<file path="config.mk">
export PLATFORM = sky130hd
export DESIGN_NAME = intel_hex_record_parser_unit_flat
export DESIGN_NICKNAME = d
export VERILOG_FILES = /design/src/design/ihex_pkg.sv /design/src/design/ihex_char_if.sv /design/src/design/ihex_result_if.sv /design/src/design/intel_hex_record_parser_unit.sv /design/src/flat_wrapper.sv
export SDC_FILE = /design/constraint.sdc
export NUM_CORES = 1
export LEC_CHECK = 0
export ABC_AREA = 1
export BUFFER_PORTS_ARGS = -buffer_cell sky130_fd_sc_hd__buf_2
export CAP_MARGIN = 40
export CORE_MARGIN = 8
export CORE_UTILIZATION = 40
export DETAILED_ROUTE_END_ITERATION = 8
export HOLD_SLACK_MARGIN = 0.06
export PLACE_DENSITY_LB_ADDON = 0.05
export SLEW_MARGIN = 0
export SYNTH_ARGS = -nofsm -noshare
export SYNTH_HDL_FRONTEND = slang
export SYNTH_SLANG_ARGS = --single-unit
</file>
<file path="constraint.sdc">
create_clock -name clk -period 8 [get_ports clk]
set_clock_uncertainty 0.1 [all_clocks]
set_input_delay 0.8 -clock clk [delete_from_list [all_inputs] [get_ports clk]]
set_output_delay 0.8 -clock clk [all_outputs]
set_load 0.05 [all_outputs]
</file>
<file path="src/design/ihex_pkg.sv">
// Shared types and constants for the Intel HEX record parser.
// No dependencies; used by the parser unit.
`default_nettype none

package ihex_pkg;

  // Status codes reported in the end-of-record result
  typedef enum logic [1:0] {
    STATUS_OK        = 2'd0,
    STATUS_CHECKSUM  = 2'd1,
    STATUS_NO_COLON  = 2'd2,
    STATUS_MALFORMED = 2'd3
  } status_t;

  // Result kind
  localparam logic KIND_DATA   = 1'b0;
  localparam logic KIND_STATUS = 1'b1;

  localparam logic [7:0] COLON_CHAR = 8'h3A;

  // Byte index saturation, header length, minimum record length and character position wrap
  localparam logic [8:0] BYTE_INDEX_MAX = 9'd511;
  localparam logic [8:0] HEADER_BYTES   = 9'd4;
  localparam logic [8:0] MIN_BYTES      = 9'd5;
  localparam logic [9:0] CHAR_POS_MAX   = 10'd1023;
  localparam logic [9:0] CHAR_POS_WRAP  = 10'd2;

  // One result item
  typedef struct packed {
    logic        kind;
    logic [7:0]  data_byte;
    logic [15:0] byte_address;
    logic [7:0]  record_type;
    logic [7:0]  declared_count;
    status_t     status;
    logic        last;
  } result_t;

  // Hex digit decode: valid flag plus nibble value
  typedef struct packed {
    logic       valid;
    logic [3:0] value;
  } nibble_t;

  function automatic nibble_t hex_decode(input logic [7:0] c);
    nibble_t r;
    r.valid = 1'b1;
    r.value = 4'd0;
    case (c) inside
      [8'h30:8'h39]: r.value = c[3:0];
      [8'h41:8'h46],
      [8'h61:8'h66]: r.value = c[3:0] + 4'd9;
      default:       r.valid = 1'b0;
    endcase
    return r;
  endfunction

endpackage

`default_nettype wire

</file>
<file path="src/design/ihex_char_if.sv">
// Character input channel: valid/ready handshake with one text character.
// No dependencies.
`default_nettype none

interface ihex_char_if;
  logic       valid;
  logic       ready;
  logic [7:0] char_in;
  logic       end_of_line;

  modport source (output valid, output char_in, output end_of_line, input ready);
  modport sink   (input valid, input char_in, input end_of_line, output ready);
endinterface

`default_nettype wire

</file>
<file path="src/design/ihex_result_if.sv">
// Result output channel: valid/ready handshake with one decoded result.
// No dependencies.
`default_nettype none

interface ihex_result_if;
  logic        valid;
  logic        ready;
  logic        kind;
  logic [7:0]  data_byte;
  logic [15:0] byte_address;
  logic [7:0]  record_type;
  logic [7:0]  declared_count;
  logic [1:0]  status;
  logic        last;

  modport source (output valid, output kind, output data_byte, output byte_address,
                  output record_type, output declared_count, output status,
                  output last, input ready);
  modport sink   (input valid, input kind, input data_byte, input byte_address,
                  input record_type, input declared_count, input status,
                  input last, output ready);
endinterface

`default_nettype wire

</file>
<file path="src/design/intel_hex_record_parser_unit.sv">
// Intel HEX record parser: one character in per transfer, data and status out.
// Depends on ihex_pkg, ihex_char_if and ihex_result_if.
// Throughput: one character per cycle while input ready is high; a line-end character
// that also completes a data byte gives two results, drained one per cycle from a
// four-entry result queue while output ready is high. Input ready is held low while
// fewer than two queue entries are free.
// Reset (synchronous, rst high) clears the parser state and empties the queue.
`default_nettype none

module intel_hex_record_parser_unit (
  input  wire logic     clk,
  input  wire logic     rst,
  ihex_char_if.sink     in_ch,
  ihex_result_if.source out_ch
);
  import ihex_pkg::*;

  // Parser state
  logic [9:0]  char_position, char_position_next;
  logic [3:0]  high_nibble, high_nibble_next;
  logic [8:0]  byte_index, byte_index_next;
  logic [7:0]  running_sum, running_sum_next;
  logic [7:0]  pending_byte, pending_byte_next;
  logic        pending_valid, pending_valid_next;
  logic [7:0]  count_field, count_field_next;
  logic [15:0] address_field, address_field_next;
  logic [7:0]  type_field, type_field_next;
  status_t     error_code, error_code_next;

  // Result queue
  result_t     queue [4];
  logic [1:0]  wr_ptr, rd_ptr;
  logic [2:0]  fill;

  logic        in_xfer, out_xfer;
  logic        push_data, push_status;
  result_t     data_res, status_res;
  nibble_t     nib;
  logic [7:0]  byte_val;
  logic [15:0] data_addr;
  status_t     line_status;
  logic [9:0]  pos_adv;

  assign in_ch.ready = (fill <= 3'd2);
  assign in_xfer     = in_ch.valid && in_ch.ready;
  assign out_xfer    = out_ch.valid && out_ch.ready;

  assign nib       = hex_decode(in_ch.char_in);
  assign byte_val  = {high_nibble, nib.value};
  assign pos_adv   = (char_position >= CHAR_POS_MAX) ? CHAR_POS_WRAP
                                                     : char_position + 10'd1;
  assign data_addr = address_field + {7'd0, byte_index - MIN_BYTES};

  // Per-character decode and state update
  always_comb begin
    char_position_next = char_position;
    high_nibble_next   = high_nibble;
    byte_index_next    = byte_index;
    running_sum_next   = running_sum;
    pending_byte_next  = pending_byte;
    pending_valid_next = pending_valid;
    count_field_next   = count_field;
    address_field_next = address_field;
    type_field_next    = type_field;
    error_code_next    = error_code;
    push_data          = 1'b0;

    if (in_xfer && error_code == STATUS_OK) begin
      if (char_position == 10'd0) begin
        if (in_ch.char_in != COLON_CHAR) error_code_next = STATUS_NO_COLON;
        char_position_next = 10'd1;
      end else if (!nib.valid) begin
        error_code_next = STATUS_MALFORMED;
      end else begin
        if (char_position[0]) begin
          high_nibble_next = nib.value;
        end else begin
          running_sum_next = running_sum + byte_val;
          case (byte_index)
            9'd0:    count_field_next = byte_val;
            9'd1:    address_field_next = {byte_val, 8'd0};
            9'd2:    address_field_next = {address_field[15:8], byte_val};
            9'd3:    type_field_next = byte_val;
            default: begin
              // Bytes from the fifth on pass through the one-byte delay
              push_data          = pending_valid && (byte_index >= MIN_BYTES);
              pending_byte_next  = byte_val;
              pending_valid_next = 1'b1;
            end
          endcase
          if (byte_index < BYTE_INDEX_MAX) byte_index_next = byte_index + 9'd1;
        end
        char_position_next = pos_adv;
      end
    end
  end

  // Line-end status, from the state after this character
  always_comb begin
    if (error_code_next != STATUS_OK)       line_status = error_code_next;
    else if (!char_position_next[0])        line_status = STATUS_MALFORMED;
    else if (byte_index_next < MIN_BYTES)   line_status = STATUS_MALFORMED;
    else if (running_sum_next != 8'd0)      line_status = STATUS_CHECKSUM;
    else                                    line_status = STATUS_OK;
  end

  assign push_status = in_xfer && in_ch.end_of_line;

  always_comb begin
    data_res.kind           = KIND_DATA;
    data_res.data_byte      = pending_byte;
    data_res.byte_address   = data_addr;
    data_res.record_type    = type_field_next;
    data_res.declared_count = count_field_next;
    data_res.status         = STATUS_OK;
    data_res.last           = 1'b0;

    status_res.kind           = KIND_STATUS;
    status_res.data_byte      = 8'd0;
    status_res.byte_address   = address_field_next;
    status_res.record_type    = type_field_next;
    status_res.declared_count = count_field_next;
    status_res.status         = line_status;
    status_res.last           = 1'b1;
  end

  // Parser state register; cleared at every line end
  always_ff @(posedge clk) begin
    if (rst || push_status) begin
      char_position <= '0;
      high_nibble   <= '0;
      byte_index    <= '0;
      running_sum   <= '0;
      pending_byte  <= '0;
      pending_valid <= 1'b0;
      count_field   <= '0;
      address_field <= '0;
      type_field    <= '0;
      error_code    <= STATUS_OK;
    end else begin
      char_position <= char_position_next;
      high_nibble   <= high_nibble_next;
      byte_index    <= byte_index_next;
      running_sum   <= running_sum_next;
      pending_byte  <= pending_byte_next;
      pending_valid <= pending_valid_next;
      count_field   <= count_field_next;
      address_field <= address_field_next;
      type_field    <= type_field_next;
      error_code    <= error_code_next;
    end
  end

  // Result queue: data result first, then the status result
  always_ff @(posedge clk) begin
    if (push_data) queue[wr_ptr] <= data_res;
    if (push_status) begin
      if (push_data) queue[wr_ptr + 2'd1] <= status_res;
      else           queue[wr_ptr]        <= status_res;
    end
  end

  always_ff @(posedge clk) begin
    if (rst) begin
      wr_ptr <= '0;
      rd_ptr <= '0;
      fill   <= '0;
    end else begin
      wr_ptr <= wr_ptr + {1'b0, push_data} + {1'b0, push_status};
      if (out_xfer) rd_ptr <= rd_ptr + 2'd1;
      fill <= fill + {2'b0, push_data} + {2'b0, push_status} - {2'b0, out_xfer};
    end
  end

  assign out_ch.valid          = (fill != 3'd0);
  assign out_ch.kind           = queue[rd_ptr].kind;
  assign out_ch.data_byte      = queue[rd_ptr].data_byte;
  assign out_ch.byte_address   = queue[rd_ptr].byte_address;
  assign out_ch.record_type    = queue[rd_ptr].record_type;
  assign out_ch.declared_count = queue[rd_ptr].declared_count;
  assign out_ch.status         = queue[rd_ptr].status;
  assign out_ch.last           = queue[rd_ptr].last;

  // Checks
  a_fill_bound: assert property (@(posedge clk) disable iff (rst) fill <= 3'd4)
    else $error("result queue overflow");

  a_data_needs_byte: assert property (@(posedge clk) disable iff (rst)
    push_data |-> pending_valid && (byte_index >= MIN_BYTES))
    else $error("data result without a delayed byte");

  a_line_clears: assert property (@(posedge clk) disable iff (rst)
    push_status |=> (char_position == 10'd0) && !pending_valid && (byte_index == 9'd0))
    else $error("parser state not cleared after line end");

  a_no_progress_on_error: assert property (@(posedge clk) disable iff (rst)
    (error_code != STATUS_OK) |-> !push_data)
    else $error("data result after an error");

  a_result_shape: assert property (@(posedge clk) disable iff (rst)
    out_ch.valid |-> (out_ch.kind == out_ch.last) &&
                     (out_ch.kind || out_ch.status == STATUS_OK))
    else $error("malformed result");

endmodule

`default_nettype wire
</file>
<file path="src/flat_wrapper.sv">
// flat-port wrapper written by rule: the top's interface ports become plain ports
module intel_hex_record_parser_unit_flat import ihex_pkg::*;
  (clk, rst, in_ch_valid, in_ch_char_in, in_ch_end_of_line, in_ch_ready, out_ch_valid, out_ch_kind, out_ch_data_byte, out_ch_byte_address, out_ch_record_type, out_ch_declared_count, out_ch_status, out_ch_last, out_ch_ready);
  ihex_char_if in_ch_i ();
  ihex_result_if out_ch_i ();
  input  wire logic clk;
  input  wire logic rst;
  input wire logic [$bits(in_ch_i.valid)-1:0] in_ch_valid;
  input wire logic [$bits(in_ch_i.char_in)-1:0] in_ch_char_in;
  input wire logic [$bits(in_ch_i.end_of_line)-1:0] in_ch_end_of_line;
  output wire logic [$bits(in_ch_i.ready)-1:0] in_ch_ready;
  output wire logic [$bits(out_ch_i.valid)-1:0] out_ch_valid;
  output wire logic [$bits(out_ch_i.kind)-1:0] out_ch_kind;
  output wire logic [$bits(out_ch_i.data_byte)-1:0] out_ch_data_byte;
  output wire logic [$bits(out_ch_i.byte_address)-1:0] out_ch_byte_address;
  output wire logic [$bits(out_ch_i.record_type)-1:0] out_ch_record_type;
  output wire logic [$bits(out_ch_i.declared_count)-1:0] out_ch_declared_count;
  output wire logic [$bits(out_ch_i.status)-1:0] out_ch_status;
  output wire logic [$bits(out_ch_i.last)-1:0] out_ch_last;
  input wire logic [$bits(out_ch_i.ready)-1:0] out_ch_ready;
  assign in_ch_i.valid = in_ch_valid;
  assign in_ch_i.char_in = in_ch_char_in;
  assign in_ch_i.end_of_line = in_ch_end_of_line;
  assign in_ch_ready = in_ch_i.ready;
  assign out_ch_valid = out_ch_i.valid;
  assign out_ch_kind = out_ch_i.kind;
  assign out_ch_data_byte = out_ch_i.data_byte;
  assign out_ch_byte_address = out_ch_i.byte_address;
  assign out_ch_record_type = out_ch_i.record_type;
  assign out_ch_declared_count = out_ch_i.declared_count;
  assign out_ch_status = out_ch_i.status;
  assign out_ch_last = out_ch_i.last;
  assign out_ch_i.ready = out_ch_ready;
  intel_hex_record_parser_unit u_core (.clk(clk), .rst(rst), .in_ch(in_ch_i), .out_ch(out_ch_i));
endmodule
</file>
==> impl_metrics.py <==
metrics = {
    "status": {
        "status": "complete, no violations",
    },
    "synth": {
        "synth.distinct_cells": 49,
        "synth_flop_cell": "edfxtp_1",
        "synth-edff-count": 136,
        "ys_seq_elements": 255,
        "syn_area_per_cell_um2": 8.39,
        "ys_warn_count": 0,
        "synth_area_um2": 12800,
        "async_reset_ff_frac": 0,
        "syn_inst": 1523,
        "synth-seq-area-share": 0.506,
        "syn_nets": 1570,
    },
    "timing": {
        "finalHoldViolations": 0,
        "tightest_slew_ns": 0.773,
        "setup_viol": 0,
        "slew-limit-headroom": 0.484,
        "fmaxAchievable_ghz": 0.246,
        "period_needed_ns": 4.06,
        "period_share": 0.507,
        "setup-tns-final_ns": 0,
        "rsz0062_at_grt": "false",
        "maxSlewViolCount": 0,
        "whs_ns": 0.362,
    },
    "final_layout": {
        "drive_gt1_frac": 0.111,
        "syn2layout_area_growth_pct": 11.3,
        "layout_common_cells": "nor2_1 (328), nand2_1 (196), o21ai_0 (159), edfxtp_1 (136), dfxtp_1 (118)",
        "final_common_cell": "nor2_1",
        "antennaDiodeCount": 0,
        "nNetsFinal": 1607,
    },
    "clock_tree": {
        "cts.clk_slew.worst_paths_ns": 0.06,
        "cts.sinks": 255,
        "cts_buffers": 30,
        "cts_buffer_depth": 3,
        "cts_tree": "done",
        "hold_buffers": 0,
        "cts_root_buffer": "clkbuf_16",
        "insertion_delay_ns": 0.54,
        "cts_resized": 0,
        "postCtsSetupBuffers": 0,
        "ctsHtreeMaxLevel": 1,
    },
    "global_routing": {
        "antenna_found_initial": 0,
        "grt_pass1_wl_um": 59100,
        "track_usage": 0.191,
        "grt-ovfl-total": 0,
        "grt_max_degree": 64,
        "grt_pass1_vias": 10200,
    },
    "route": {
        "routed_wl_um": 36900,
        "firstDrtPassIters": 5,
        "wl_per_cell_um": 18.6,
        "drt_iter0_markers": 766,
        "drc": 0,
        "vias": 10500,
        "ant_nets": 0,
        "detail_route.vias_per_cell": 5.30,
    },
    "setup_path": {
        "crit_fanout": 25,
        "worst_setup_path_end_kind": "flip-flop",
        "worstPathArrival_ns": 4.35,
        "slowest_stage": "dfxtp_1",
        "worstPathRequired_ns": 8.29,
        "worstSetupPathType": "reg -> reg",
        "max_stage_delay_ns": 0.43,
        "cp-start-kind": "flip-flop",
        "worstPathCellList": "inv_1 -> ha_1 -> nand3_1 -> nor2_1 -> nor2_4 -> nand2_2 -> nor2_8 -> nand2_4 -> nor2_8 -> nand2_4 -> nand2_2 -> buf_4 -> inv_2 -> nor2_1",
    },
    "min_path": {
        "hold_class": "reg -> reg",
    },
    "floorplan": {
        "ios": 59,
        "die_h_um": 195,
        "coreArea_um2": 31500,
        "start_util": 0.406,
        "die-width_um": 195,
        "dieArea_um2": 37900,
        "rows": 65,
    },
    "power_and_ir_drop": {
        "vdd_drop_max_v": 0.000162,
        "powerDensity_nw_per_um2": 284,
        "power.leakage_nw": 5.67,
    },
    "placement": {
        "place.port_buffers": 58,
        "routabilityCongestion": 0.918,
        "hpwl_um": 25400,
    },
    "flow_run": {
        "maxCapViolCount": 0,
    },
}
[Yosys cell counts, types with 2 or more instances]
cell / number / area, um^2
inv_1: 107 / 402
ha_1: 29 / 363
a221oi_1: 4 / 35.0
nand4_1: 17 / 106
buf_6: 10 / 113
xnor2_1: 13 / 114
nor2_4: 2 / 22.5
nor2_1: 328 / 1230
nand2_1: 197 / 739
a21oi_2: 3 / 26.3
xor2_1: 13 / 114
buf_2: 12 / 60.1
dfxtp_1: 119 / 2380
a21o_1: 2 / 15.0
fa_1: 5 / 100
edfxtp_1: 136 / 4080
a22oi_2: 3 / 37.5
nor2_8: 2 / 40.0
nand3_2: 2 / 20.0
nor2_2: 9 / 56.3
nor3_1: 5 / 25.0
or2_2: 2 / 12.5
a21oi_1: 59 / 295
o22ai_1: 72 / 450
nand2_4: 11 / 124
inv_2: 22 / 82.6
a22oi_1: 7 / 52.6
nand2_2: 8 / 50.1
clkbuf_1: 42 / 158
nand3b_1: 2 / 15.0
a31oi_1: 2 / 12.5
o21ai_1: 42 / 210
o21ai_0: 159 / 796
nand3_1: 62 / 310
[area by class of cell]
class	instances	area, um^2
fillers	3131	17200
flip-flops and latches	255	6470
multi-input cells	1074	5490
clock buffers	45	828
well taps	402	503
inverters	129	484
repair buffers	70	380
clock inverters	9	67.6
[stage by stage]
step	cells	power (mW)	setup WS [ns]	cell area, um^2	utilization
2_1_floorplan	1523	2.51	4.44	12800	-
3_3_place_gp	1930	2.82	3.46	13300	0.423
3_5_place_dp	1930	2.82	3.43	13300	0.423
4_1_cts	1984	4.09	3.85	14200	0.452
5_1_grt	1984	4.25	3.60	14200	0.452
6_report	1984	4.04	3.94	14200	0.452
[routing by layer]
layer,vias to the layer above,part of all wire,track usage
met5,-,0,0
met3,42,0.046,0.0207
met1,4962,0.47,0.265
met4,0,0.016,0.0418
li1,5246,-,-
met2,268,0.47,0.318
[report_power, final]
part	total, mW	internal (mW)	switching [mW]
logic	1.23	0.274	0.957
registers	1.55	1.50	0.0474
clock network	1.26	0.740	0.523
[registers in the layout, indices dropped and copies added, names as in the netlist, 3 cells and up, named ones only]
register              cells
u_core.char_position     10
u_core.count_field        8
u_core.pending_byte       8
u_core.queue            172
u_core.running_sum        8
u_core.byte_index         9
u_core.type_field         8
u_core.high_nibble        4
u_core.fill               3
u_core.address_field     16
[critical path, delay by kind of cell (launching register included)]
| family | cells | cell delay [ns] |
|---|---|---|
| simple gates | 10 | 2.18 |
| fa+ha+maj | 1 | 0.29 |
| buf+inv | 3 | 0.88 |
| flops | 1 | 0.43 |
[kinds of logic (layout without fill, tap and decap cells)]
kind of cell	Yosys count	in the layout	share of synthesized area
AND/OR/NAND/NOR	651	651	0.218
AO/OA/AOI/OAI	362	362	0.157
flip-flops	255	255	0.506
buffers and inverters	194	253	0.0643
adder cells (fa/ha/maj)	34	34	0.0362
XOR/XNOR	26	26	0.0178
multiplexers	1	1	0.000783
[worst paths after layout]
check             slack, ns                    start                  end  depth (start not counted)
setup / recovery       3.94  u_core.char_position[0]  u_core.queue[0][13]                         14
hold reg to reg        0.36       u_core.queue[1][0]   u_core.queue[1][0]                          2
setup reg to reg       3.94  u_core.char_position[0]  u_core.queue[0][13]                         14
hold / removal         0.36       u_core.queue[1][0]   u_core.queue[1][0]                          2
Power figures use the tool's default switching activity.
